--- src/rtl/zmodem_subpacket_receiver_defines.svh ---
// assertion macros for the receiver rtl
`ifndef ZMODEM_SUBPACKET_RECEIVER_DEFINES_SVH
`define ZMODEM_SUBPACKET_RECEIVER_DEFINES_SVH

// same-cycle implication, sampled on clk, off during reset
`define ZSR_ASSERT_NOW(lbl, ante, cons, msg) \
	lbl: assert property (@(posedge clk) disable iff (!arst_n) (ante) |-> (cons)) \
		else $error(msg);

// next-cycle implication, sampled on clk, off during reset
`define ZSR_ASSERT_NEXT(lbl, ante, cons, msg) \
	lbl: assert property (@(posedge clk) disable iff (!arst_n) (ante) |=> (cons)) \
		else $error(msg);

`endif

--- src/rtl/zsr_pkg.sv ---
package zsr_pkg;

	localparam int MAX_PAYLOAD = 8192;
	localparam int CNT_W       = 14;
	localparam int FUNC_W      = 3;
	localparam int KIND_W      = 3;
	localparam int END_W       = 2;

	localparam logic [31:0] CRC32_INIT = 32'hFFFF_FFFF;
	localparam logic [31:0] CRC32_POLY = 32'hEDB8_8320;
	localparam logic [31:0] RESIDUE32  = 32'hDEBB_20E3;
	localparam logic [15:0] CRC16_POLY = 16'h1021;
	localparam logic [7:0]  MARK_BASE  = 8'h68;

	localparam logic [CNT_W-1:0] MAX_PAYLOAD_C = CNT_W'(MAX_PAYLOAD);
	localparam logic [CNT_W-1:0] MAX_LENGTH_RST = CNT_W'(1024);

	typedef enum logic [FUNC_W-1:0] {
		FN_DATA    = 3'd0,
		FN_END     = 3'd1,
		FN_CANCEL  = 3'd2,
		FN_TIMEOUT = 3'd3,
		FN_CARRIER = 3'd4,
		FN_OTHER   = 3'd5
	} func_t;

	typedef enum logic [KIND_W-1:0] {
		K_PAYLOAD  = 3'd0,
		K_END_OK   = 3'd1,
		K_CRC_ERR  = 3'd2,
		K_CANCEL   = 3'd3,
		K_TIMEOUT  = 3'd4,
		K_CARRIER  = 3'd5,
		K_DEBRIS   = 3'd6,
		K_TOO_LONG = 3'd7
	} kind_t;

	typedef enum logic [2:0] {
		PH_IDLE  = 3'b001,
		PH_DATA  = 3'b010,
		PH_TRAIL = 3'b100
	} phase_t;

endpackage

--- src/rtl/zsr_if.sv ---
interface zsr_tok_if import zsr_pkg::*; ();
	logic              valid;
	logic              ready;
	logic [FUNC_W-1:0] func;
	logic [7:0]        value;
	logic [END_W-1:0]  end_type;
	logic              use_crc32;

	modport source (output valid, func, value, end_type, use_crc32, input ready);
	modport sink (input valid, func, value, end_type, use_crc32, output ready);
endinterface

interface zsr_res_if import zsr_pkg::*; ();
	logic              valid;
	logic              ready;
	logic [KIND_W-1:0] kind;
	logic [7:0]        data_byte;
	logic [END_W-1:0]  frame_end;
	logic [CNT_W-1:0]  byte_count;
	logic              last;

	modport source (output valid, kind, data_byte, frame_end, byte_count, last, input ready);
	modport sink (input valid, kind, data_byte, frame_end, byte_count, last, output ready);
endinterface

--- src/rtl/zmodem_subpacket_receiver.sv ---
// ZMODEM data subpacket receiver. Takes one ZDLE-decoded token per beat on tok and
// gives at most one result beat per token on res: every payload byte is passed on
// (kind payload, last 0) and folded into the running CRC, and the subpacket closes
// with one beat with last 1 that carries the status, the end type of a good frame and
// the payload byte count. The CRC mode (CRC-16/XMODEM or reflected CRC-32) is taken
// from use_crc32 of the first token of a subpacket. After a frame-end marker 2 or 4
// trailer bytes are collected and checked against the residue. Cancel, timeout,
// carrier loss and debris close the subpacket at once; a data byte beyond the
// max_length limit (clamped to 8192) closes it with a too-long status. Rate: one token
// per clock while res takes results; a result waiting in a full result register stalls
// tok. A token is held in the input register, and its result is then loaded into the
// result register, which drives res. The byte-wise CRC update between them is the
// deepest path. max_length is written through cfg_we/cfg_wdata, by the user only while
// the block is idle (the block does not enforce this); it comes up as 1024 after reset.
`include "zmodem_subpacket_receiver_defines.svh"

module zmodem_subpacket_receiver import zsr_pkg::*; (
	input  logic             clk,
	input  logic             arst_n,
	zsr_tok_if.sink          tok,
	zsr_res_if.source        res,
	input  logic             cfg_we,
	input  logic [CNT_W-1:0] cfg_wdata
);

	// byte-wise reflected crc-32 update
	function automatic logic [31:0] fold32(input logic [31:0] crc, input logic [7:0] b);
		logic [31:0] c;
		c = crc ^ {24'd0, b};
		for (int i = 0; i < 8; i++) begin
			c = c[0] ? ((c >> 1) ^ CRC32_POLY) : (c >> 1);
		end
		return c;
	endfunction

	// byte-wise crc-16/xmodem update
	function automatic logic [15:0] fold16(input logic [15:0] crc, input logic [7:0] b);
		logic [15:0] c;
		c = crc ^ {b, 8'd0};
		for (int i = 0; i < 8; i++) begin
			c = c[15] ? ((c << 1) ^ CRC16_POLY) : (c << 1);
		end
		return c;
	endfunction

	// configuration
	logic [CNT_W-1:0] max_length_q;
	logic [CNT_W-1:0] limit;

	always_ff @(posedge clk or negedge arst_n) begin
		if (!arst_n) begin
			max_length_q <= MAX_LENGTH_RST;
		end else if (cfg_we) begin
			max_length_q <= cfg_wdata;
		end
	end

	assign limit = (max_length_q > MAX_PAYLOAD_C) ? MAX_PAYLOAD_C : max_length_q;

	// input register stage
	logic              valid_s1;
	logic [FUNC_W-1:0] func_s1;
	logic [7:0]        value_s1;
	logic [END_W-1:0]  end_type_s1;
	logic              use_crc32_s1;
	logic              advance;
	logic              slot_free;
	logic              has_res;

	assign slot_free = !res.valid || res.ready;
	// the token in the input register retires when its result has a place to go, or when it gives no result
	assign advance   = valid_s1 && (slot_free || !has_res);
	assign tok.ready = !valid_s1 || advance;

	always_ff @(posedge clk or negedge arst_n) begin
		if (!arst_n) begin
			valid_s1 <= 1'b0;
		end else if (tok.valid && tok.ready) begin
			valid_s1 <= 1'b1;
		end else if (advance) begin
			valid_s1 <= 1'b0;
		end
	end

	always_ff @(posedge clk) begin
		if (tok.valid && tok.ready) begin
			func_s1      <= tok.func;
			value_s1     <= tok.value;
			end_type_s1  <= tok.end_type;
			use_crc32_s1 <= tok.use_crc32;
		end
	end

	// subpacket state
	phase_t           phase_q;
	logic [31:0]      crc_q;
	logic [CNT_W-1:0] count_q;
	logic [2:0]       trail_q;
	logic [END_W-1:0] saved_q;
	logic             mode32_q;

	// state as seen by the current token: an idle block starts a fresh subpacket
	logic             start;
	phase_t           ph_cur;
	logic             mode_cur;
	logic [31:0]      crc_cur;
	logic [CNT_W-1:0] count_cur;
	logic [2:0]       trail_cur;
	logic [END_W-1:0] saved_cur;

	always_comb begin
		start     = (phase_q == PH_IDLE);
		ph_cur    = start ? PH_DATA : phase_q;
		mode_cur  = start ? use_crc32_s1 : mode32_q;
		crc_cur   = start ? (use_crc32_s1 ? CRC32_INIT : 32'd0) : crc_q;
		count_cur = start ? '0 : count_q;
		trail_cur = start ? 3'd0 : trail_q;
		saved_cur = start ? '0 : saved_q;
	end

	// crc of the byte in hand, data or frame-end mark
	logic [7:0]  fold_in;
	logic [31:0] crc_fold;

	always_comb begin
		fold_in = (func_s1 == FN_END) ? (MARK_BASE + {6'd0, end_type_s1}) : value_s1;
		if (mode_cur) begin
			crc_fold = fold32(crc_cur, fold_in);
		end else begin
			crc_fold = {16'd0, fold16(crc_cur[15:0], fold_in)};
		end
	end

	// next state and result
	phase_t           phase_d;
	logic [31:0]      crc_d;
	logic [CNT_W-1:0] count_d;
	logic [2:0]       trail_d;
	logic [END_W-1:0] saved_d;
	kind_t            kind_d;
	logic [END_W-1:0] fend_d;
	logic             last_d;
	logic [2:0]       trail_dec;
	logic             crc_good;

	always_comb begin
		trail_dec = (trail_cur != 3'd0) ? (trail_cur - 3'd1) : trail_cur;
		crc_good  = mode_cur ? (crc_fold == RESIDUE32) : (crc_fold[15:0] == 16'd0);
		phase_d   = ph_cur;
		crc_d     = crc_cur;
		count_d   = count_cur;
		trail_d   = trail_cur;
		saved_d   = saved_cur;
		has_res   = 1'b1;
		kind_d    = K_DEBRIS;
		fend_d    = '0;
		last_d    = 1'b1;
		case (func_s1)
			FN_DATA: begin
				if (ph_cur == PH_TRAIL) begin
					crc_d   = crc_fold;
					trail_d = trail_dec;
					if (trail_dec != 3'd0) begin
						has_res = 1'b0;
					end else if (crc_good) begin
						kind_d = K_END_OK;
						fend_d = saved_cur;
					end else begin
						kind_d = K_CRC_ERR;
					end
				end else if (count_cur >= limit) begin
					kind_d = K_TOO_LONG;
				end else begin
					count_d = count_cur + 1'b1;
					crc_d   = crc_fold;
					kind_d  = K_PAYLOAD;
					last_d  = 1'b0;
				end
			end
			FN_END: begin
				// marker restarts the trailer even if one is under way
				crc_d   = crc_fold;
				saved_d = end_type_s1;
				trail_d = mode_cur ? 3'd4 : 3'd2;
				phase_d = PH_TRAIL;
				has_res = 1'b0;
			end
			FN_CANCEL:  kind_d = K_CANCEL;
			FN_TIMEOUT: kind_d = K_TIMEOUT;
			FN_CARRIER: kind_d = K_CARRIER;
			default:    kind_d = K_DEBRIS;
		endcase
		// a closing result returns the block to idle
		if (has_res && last_d) begin
			phase_d = PH_IDLE;
			trail_d = 3'd0;
		end
	end

	always_ff @(posedge clk or negedge arst_n) begin
		if (!arst_n) begin
			phase_q  <= PH_IDLE;
			crc_q    <= 32'd0;
			count_q  <= '0;
			trail_q  <= 3'd0;
			saved_q  <= '0;
			mode32_q <= 1'b0;
		end else if (advance) begin
			phase_q  <= phase_d;
			crc_q    <= crc_d;
			count_q  <= count_d;
			trail_q  <= trail_d;
			saved_q  <= saved_d;
			mode32_q <= mode_cur;
		end
	end

	// result register
	logic             res_valid_q;
	kind_t            kind_q;
	logic [7:0]       data_q;
	logic [END_W-1:0] fend_q;
	logic [CNT_W-1:0] bcount_q;
	logic             last_q;
	logic             load_res;

	assign load_res = advance && has_res;

	always_ff @(posedge clk or negedge arst_n) begin
		if (!arst_n) begin
			res_valid_q <= 1'b0;
		end else if (load_res) begin
			res_valid_q <= 1'b1;
		end else if (res.ready) begin
			res_valid_q <= 1'b0;
		end
	end

	always_ff @(posedge clk) begin
		if (load_res) begin
			kind_q   <= kind_d;
			data_q   <= last_d ? 8'd0 : value_s1;
			fend_q   <= fend_d;
			bcount_q <= last_d ? count_cur : '0;
			last_q   <= last_d;
		end
	end

	assign res.valid      = res_valid_q;
	assign res.kind       = kind_q;
	assign res.data_byte  = data_q;
	assign res.frame_end  = fend_q;
	assign res.byte_count = bcount_q;
	assign res.last       = last_q;

	// checks
	`ZSR_ASSERT_NOW(a_last_vs_kind, res_valid_q, ((kind_q == K_PAYLOAD) != last_q), "last flag disagrees with result kind")
	`ZSR_ASSERT_NOW(a_fend_only_ok, res_valid_q && (kind_q != K_END_OK), (fend_q == '0), "frame end on a result that is not end ok")
	`ZSR_ASSERT_NOW(a_trail_pending, (phase_q == PH_TRAIL), (trail_q != 3'd0), "trailer phase with no bytes left")
	`ZSR_ASSERT_NOW(a_count_bound, 1'b1, (count_q <= MAX_PAYLOAD_C), "payload count beyond the largest subpacket")
	`ZSR_ASSERT_NEXT(a_token_held, valid_s1 && has_res && !slot_free, valid_s1, "token dropped while result register was full")

endmodule
--- src/flat_wrapper.sv ---
// flat-port wrapper written by rule: the top's interface ports become plain ports
module zmodem_subpacket_receiver_flat import zsr_pkg::*;
  (clk, arst_n, cfg_we, cfg_wdata, tok_valid, tok_func, tok_value, tok_end_type, tok_use_crc32, tok_ready, res_valid, res_kind, res_data_byte, res_frame_end, res_byte_count, res_last, res_ready);
  zsr_tok_if tok_i ();
  zsr_res_if res_i ();
  input  logic clk;
  input  logic arst_n;
  input  logic cfg_we;
  input  logic [CNT_W-1:0] cfg_wdata;
  input wire logic [$bits(tok_i.valid)-1:0] tok_valid;
  input wire logic [$bits(tok_i.func)-1:0] tok_func;
  input wire logic [$bits(tok_i.value)-1:0] tok_value;
  input wire logic [$bits(tok_i.end_type)-1:0] tok_end_type;
  input wire logic [$bits(tok_i.use_crc32)-1:0] tok_use_crc32;
  output wire logic [$bits(tok_i.ready)-1:0] tok_ready;
  output wire logic [$bits(res_i.valid)-1:0] res_valid;
  output wire logic [$bits(res_i.kind)-1:0] res_kind;
  output wire logic [$bits(res_i.data_byte)-1:0] res_data_byte;
  output wire logic [$bits(res_i.frame_end)-1:0] res_frame_end;
  output wire logic [$bits(res_i.byte_count)-1:0] res_byte_count;
  output wire logic [$bits(res_i.last)-1:0] res_last;
  input wire logic [$bits(res_i.ready)-1:0] res_ready;
  assign tok_i.valid = tok_valid;
  assign tok_i.func = tok_func;
  assign tok_i.value = tok_value;
  assign tok_i.end_type = tok_end_type;
  assign tok_i.use_crc32 = tok_use_crc32;
  assign tok_ready = tok_i.ready;
  assign res_valid = res_i.valid;
  assign res_kind = res_i.kind;
  assign res_data_byte = res_i.data_byte;
  assign res_frame_end = res_i.frame_end;
  assign res_byte_count = res_i.byte_count;
  assign res_last = res_i.last;
  assign res_i.ready = res_ready;
  zmodem_subpacket_receiver u_core (.clk(clk), .arst_n(arst_n), .tok(tok_i), .res(res_i), .cfg_we(cfg_we), .cfg_wdata(cfg_wdata));
endmodule
--- config.mk ---
export PLATFORM = sky130hd
export DESIGN_NAME = zmodem_subpacket_receiver_flat
export DESIGN_NICKNAME = d
export VERILOG_FILES = /design/src/rtl/zsr_pkg.sv /design/src/rtl/zsr_if.sv /design/src/rtl/zmodem_subpacket_receiver.sv /design/src/flat_wrapper.sv
export VERILOG_INCLUDE_DIRS = /design/src /design/src/rtl
export SDC_FILE = /design/constraint.sdc
export NUM_CORES = 1
export LEC_CHECK = 0
export BUFFER_PORTS_ARGS = -buffer_cell sky130_fd_sc_hd__buf_2
export CAP_MARGIN = 15
export CORE_MARGIN = 2
export CORE_UTILIZATION = 60
export DETAILED_ROUTE_END_ITERATION = 8
export PLACE_DENSITY_LB_ADDON = 0.1
export SETUP_SLACK_MARGIN = 0.05
export SKIP_LAST_GASP = 1
export SYNTH_ARGS = -nofsm -noshare
export SYNTH_HDL_FRONTEND = slang
export SYNTH_SLANG_ARGS = --single-unit
--- constraint.sdc ---
create_clock -name clk -period 12.1 [get_ports clk]
set_input_delay 0 -clock clk [delete_from_list [all_inputs] [get_ports clk]]
set_output_delay 0 -clock clk [all_outputs]
set_load 0.05 [all_outputs]
==> metrics.cfg, run 1 <==
[die]
rows=41
core_area_um2=12620
dieArea_um2=13870
start_util=0.6156
die_w_um=117.8
die_y_um=117.8
io_pins=63

[drt]
wl_met2_um=11250
antenna_left=0
wl_met3_um=1854
drt_first_pass_iters=6
met1_length_um=9628
num_vias=6828
via_per_inst=6.299
drc_errors=0
wl_per_cell_um=21.69
highest_layer=met4
drt-initial-drc-count=717
routed_wl_um=23510

[synthesis]
synthesis.area_um2=7769
yosys.area.top_type=dfrtp_1
ys_seq_area_frac=0.3914
yosysTopAreaCellShare=0.2223
synthesis.nets=878
postSynth.asyncResetShare=0.6283
yosys_warnings=0
ys_top_cells_by_area=dfrtp_1 22%, edfxtp_1 16%, xnor2_1 9.5%
synthCells=827
synth_area_per_cell_um2=9.394
synth-seq-cells=113
synthFlopType=dfrtp_1
yosysUniqueCellTypes=74
synth_edf_count=42
yosys-top-cells-count=87 x nor2_1, 84 x xnor2_1, 77 x nand2_1
yosysMostFrequentCell=nor2_1

[critical_path]
endpoint_kind=flip-flop
path_depth=12
path_buf_inv=2
worstPathCellList=or3b_2, buf_4, and2_1, ha_1, nand4_1, o41ai_1, a21o_1, a22oi_1, buf_4, a21o_1, o21ai_0, a221o_1
critPathKind=reg -> reg
reg2reg_slack_ns=7.21
rr_worst_depth=12
cpLargestDelayFamily=compound AO/OA/AOI/OAI gates
start_kind=flip-flop
required_ns=12.46
slowest_stage=o21ai_0
cp.arrival_ns=5.25
critical-path-max-stage-delay_ns=1.01
worstPathMaxFanout=41

[layout]
fillers=902
final_util=0.7202
drive_gt1_frac=0.1557
design_area_um2=9089
diodes=0
nets=950
area_growth_pct=16.99

[global_route]
antenna_found_initial=0
first_global_vias=6761
track_usage=0.3513
grt_max_degree=72
grt_pass1_wl_um=37460
overflow=0

[placed_design]
gp_congestion=0.9943
place_hpwl_um=15740
port_buffers=62
pre_cts_ws_ns=7.342
dpl_cell_area_um2=8188

[timing]
min_period_ns=4.887
slew_headroom=0.2215
finClkSkew_ns=0.01073
fmax_ghz=0.2046
slew_viol_final=0
setup_viol=0
hold_viol_final=0
rsz0062_at_grt=no
tns_ns=0
worst_pin_slew_ns=1.156
post-route-period-util=0.4038
worst_slack_ns=7.213

[cts]
clk_latency_ns=0.44
cts_resized=0
cts_tree=built
clk_pin_slew_ns=0.06
cts_root_buffer=clkbuf_16
h-tree-depth=4
clock_tree.buffer_depth=2
clkSinkCount=113
cts-buffers-inserted=17

[job]
cap_violations=0

[min_path]
worstHoldPathCells=2
hp-class=in -> reg

[pwr]
power_per_cell_area_nw_per_um2=286.5
ir_worst_vdd_mv=0.2147
power_leakage_nw=3.873

[run_status]
status=completed

layout by cell type (no fill, tap or decap), drive strengths merged, types with 7 or more instances in the layout:
| cell type | count |
|---|---|
| dlygate4sd3 | 33 |
| nand3 | 18 |
| a21oi | 58 |
| nand2 | 77 |
| o21a | 7 |
| inv | 20 |
| nor2 | 87 |
| a31oi | 10 |
| clkbuf | 18 |
| and2 | 26 |
| mux2i | 16 |
| edfxtp | 42 |
| o21ai | 45 |
| a21o | 7 |
| xor2 | 26 |
| and3 | 13 |
| o22a | 8 |
| nor3 | 14 |
| xnor3 | 9 |
| ha | 18 |
| nand4 | 8 |
| mux2 | 14 |
| a221o | 8 |
| dfrtp | 69 |
| buf | 75 |
| xnor2 | 86 |
state kept, by name (all words and copies together), names as in the netlist:
signal,cells
u_core.res.valid,1
u_core.trail_q,3
u_core.use_crc32_s1,1
u_core.res.kind,3
u_core.crc_q,32
u_core.count_q,14
u_core.res.data_byte,8
u_core.res.frame_end,2
u_core.res.byte_count,14
u_core.phase_q,3
u_core.valid_s1,1
u_core.max_length_q,14
u_core.saved_q,2
u_core.end_type_s1,2
u_core.res.last,1
u_core.value_s1,8
u_core.mode32_q,1
u_core.func_s1,3
worst register-to-register path, stage by stage, from the launching register on:
cell	delay, ns
dfstp_2	0.57
or3b_2	0.67
buf_4	0.37
and2_1	0.24
ha_1	0.30
nand4_1	0.10
o41ai_1	0.33
a21o_1	0.18
a22oi_1	0.09
buf_4	0.18
a21o_1	0.44
o21ai_0	1.02
a221o_1	0.33
what timing repair did:
item,in CTS,in global routing
hold buffers,33,0
endpoints found under the hold margin,99,0
setup buffers,0,0
final timing paths:
check,start,end
worst max-delay path,u_core.phase_q[0],u_core.crc_q[16]
worst min-delay path,cfg_we,u_core.max_length_q[12]
worst max register to register,u_core.phase_q[0],u_core.crc_q[16]
worst min register to register,u_core.saved_q[0],u_core.saved_q[0]
max in group asynchronous,arst_n,u_core.count_q[8]
min in group asynchronous,arst_n,u_core.valid_s1
logic make-up (layout without fill, tap and decap cells):
kind of cell	after synthesis	in the layout	synth area share
XOR/XNOR	124	124	0.1651
flip-flops	113	113	0.3914
adder cells (fa/ha/maj)	18	18	0.02899
buffers and inverters	72	157	0.03656
AND/OR/NAND/NOR	277	277	0.1722
multiplexers	30	30	0.04252
AO/OA/AOI/OAI	193	193	0.1633
where the power goes:
group / total [mW] / internal (mW) / leakage, nW / switching, mW
clock network: 0.487 / 0.289 / 0.269 / 0.198
registers: 0.601 / 0.479 / 1.29 / 0.122
logic: 1.52 / 0.632 / 2.32 / 0.884
routing by layer:
| layer | vias to the layer above | global-route usage |
|---|---|---|
| met5 | - | 0 |
| met4 | 0 | 0.1468 |
| met3 | 65 | 0.06977 |
| met2 | 342 | 0.5687 |
| met1 | 3325 | 0.4627 |
| li1 | 3096 | - |
area by class of cell:
type,count,area (um2),share of cell area
Clock buffer,18,439.2,0.04832
Clock inverter,14,131.4,0.01445
Inverter,17,63.81,0.007021
Multi-Input combinational cell,642,4461,0.4908
Sequential cell,113,3040,0.3345
Tap cell,172,215.2,0.02368
Timing Repair Buffer,108,738.2,0.08122
through the flow:
| stage | hold WS (ns) | total power [mW] | instances |
|---|---|---|---|
| 6_report | 0.06374 | 2.604 | 1084 |
| 4_1_cts | 0.04690 | 2.567 | 1084 |
| 3_5_place_dp | 0.1781 | 2.063 | 1019 |
| 3_3_place_gp | 0.1762 | 2.054 | 1019 |
| 2_1_floorplan | -0.2956 | 1.721 | 827 |
| 5_1_grt | 0.08142 | 2.754 | 1084 |
(Power assumes the default switching activity.)
==> inputs of run 2 (changes only) <==
--- a/config.mk
+++ b/config.mk
@@ -9,7 +9,7 @@
 export BUFFER_PORTS_ARGS = -buffer_cell sky130_fd_sc_hd__buf_2
 export CAP_MARGIN = 15
 export CORE_MARGIN = 2
-export CORE_UTILIZATION = 60
+export CORE_UTILIZATION = 55
 export DETAILED_ROUTE_END_ITERATION = 8
 export PLACE_DENSITY_LB_ADDON = 0.1
 export SETUP_SLACK_MARGIN = 0.05
==> constraint.sdc (replaced) <==
create_clock -name clk -period 4.28 [get_ports clk]
set_input_delay 0 -clock clk [delete_from_list [all_inputs] [get_ports clk]]
set_output_delay 0 -clock clk [all_outputs]
set_load 0.05 [all_outputs]
==> run 2 against run 1 <==
Total power grew to 3.0 times the previous value. Design area increased by 4.1%. Clock-buffer cell count increased by 6. Critical path type unchanged. Hold slack got worse by 0.051 ns. Global-route usage decreased by 1.6 points. Combinational power rose to 3.0 times the previous value. Via count about the same. Sequential cell count is the same. Die area up 8.8%.
==> metrics.cfg, run 2 (synthesized netlist as in run 1, its figures left out) <==
[pwr]
power_leakage_nw=4.084
p_sw_frac=0.4448
ir_worst_vdd_mv=0.5337
clock_power_share=0.194
p_seq_frac=0.218
p_sw_mw=3.446
power_per_cell_area_nw_per_um2=818.8
p_int_mw=4.302
combPwrFrac=0.588

[critical_path]
cp.arrival_ns=4.19
cpLargestDelayFamily=simple AND/OR/NAND/NOR gates
worstPathMaxFanout=11
path_buf_inv=2
endpoint_kind=flip-flop
critPathKind=reg -> reg
worstPathCellList=nor3b_4, buf_4, nor2_1, xnor2_1, nand3_1, mux2i_1, nand4_1, nor4_2, buf_4, nand3_1, a21oi_2, and3_1
required_ns=4.57
critical-path-max-stage-delay_ns=0.62
slowest_stage=nor3b_4
start_kind=flip-flop

[placed_design]
gp_congestion=1.024
place_hpwl_um=17560
port_buffers=62
dpl_cell_area_um2=8497
place_inst=1064

[drt]
wl_per_cell_um=21.30
routed_wl_um=24030
num_vias=6833
antenna_left=0
drt_first_pass_iters=6
via_per_inst=6.058
drt-initial-drc-count=624
drc_errors=0

[cts]
clk_pin_slew_ns=0.06
clock_tree.buffer_depth=2
cts-buffers-inserted=17
post-cts-setup-buffer-count=0
h-tree-depth=4
cts_root_buffer=clkbuf_16
clkSinkCount=113
cts_tree=built
clk_latency_ns=0.42

[layout]
drive_gt1_frac=0.1909
largest-register=u_core.crc_q
finalNonFillerCells=1128
largest_reg_flops=32
layout_common_cells=84 x nor2_1, 84 x xnor2_1, 77 x nand2_1, 69 x dfrtp_1, 62 x buf_2
area_growth_pct=21.79
design_area_um2=9462
nets=986
final_util=0.6843
diodes=0

[die]
rows=43
start_util=0.5618
dieArea_um2=15090
die_y_um=122.9
io_pins=63
core_area_um2=13830
die_w_um=122.9

[timing]
min_period_ns=3.905
finClkSkew_ns=0.009187
post-route-period-util=0.9123
hold_viol_final=0
setup_viol=0
rsz0062_at_grt=no
slew_viol_final=0
fmax_ghz=0.2561
tns_ns=0
slew_headroom=0.4878
worst_pin_slew_ns=0.7655

[min_path]
hp-class=in -> reg

[global_route]
grt_max_degree=50
track_usage=0.3350
grt_pass1_wl_um=37490
overflow=0
first_global_vias=6824
antenna_found_initial=0

[run_status]
status=completed

[job]
cap_violations=0

-- run 2: changes by cell type in the layout (fill, tap and decap cells not counted), sizes merged --
cell and change:
inv -3, buf +37, dlygate4sd3 -1, clkinvlp -2, clkbuf +6, clkinv -3
bufinv +2
-- run 2: worst reg2reg max path: cells and delay by family, from the launching register on --
kind,cells,cell delay [ns]
multiplexers,1,0.20
AO/OA/AOI/OAI,1,0.26
flip-flops,1,0.57
XOR/XNOR,1,0.49
AND/OR/NAND/NOR,7,1.79
buffers and inverters,2,0.48
-- run 2: cell type report --
cell class                 instances  area, um2
multi-input combinational        642       4506
fill                            1093       4365
sequential                       113       3040
timing repair buffer             144       1006
clock buffer                      24      493.0
tap                              180      225.2
clock inverter                     8      127.6
inverter                          17      63.81
-- run 2: through the flow --
step / hold slack, ns / setup WS (ns) / power (mW)
after floorplan: -0.2956 / 0.05312 / 4.934
after global placement: 0.001566 / 0.2022 / 6.028
after detailed placement: 0.004190 / 0.1220 / 6.105
after CTS: 0.005641 / 0.08116 / 7.647
after global routing: 0.04291 / 0.1333 / 8.162
final: 0.01300 / 0.3755 / 7.748
-- run 2: worst paths after layout --
check / start / to / slack [ns] / depth (start not counted)
min: cfg_we / u_core.max_length_q[13] / 0.01 / 2
min in group asynchronous: arst_n / u_core.max_length_q[5] / 0.11 / 2
max in group asynchronous: arst_n / u_core.crc_q[9] / 3.09 / 3
min reg2reg: u_core.crc_q[26] / u_core.crc_q[26] / 0.48 / 2
max reg2reg: u_core.phase_q[0] / u_core.res.frame_end[1] / 0.38 / 12
max: u_core.phase_q[0] / u_core.res.frame_end[1] / 0.38 / 12
-- run 2: power groups by stage --
| stage | combinational [mW] | clock [mW] | sequential [mW] |
|---|---|---|---|
| after floorplan | 3.34 | 0 | 1.59 |
| after CTS | 4.46 | 1.51 | 1.67 |
| final | 4.55 | 1.50 | 1.69 |
| after detailed placement | 4.42 | 0 | 1.69 |
| after global routing | 4.90 | 1.56 | 1.70 |
| after global placement | 4.35 | 0 | 1.68 |
-- run 2: per-layer routing --
| layer | track usage | wire length, um | up-vias |
|---|---|---|---|
| met2 | 0.5556 | 11670 | 320 |
| met3 | 0.06877 | 1511 | 100 |
| met5 | 0 | 0 | - |
| met1 | 0.3936 | 9324 | 3258 |
| met4 | 0.2170 | 1528 | 0 |
| li1 | - | - | 3155 |
-- run 2: what timing repair did --
item	in CTS	in global routing
gates resized for setup	0	5
setup endpoints to repair	0	50
hold endpoints to repair	52	0
hold buffers	32	0
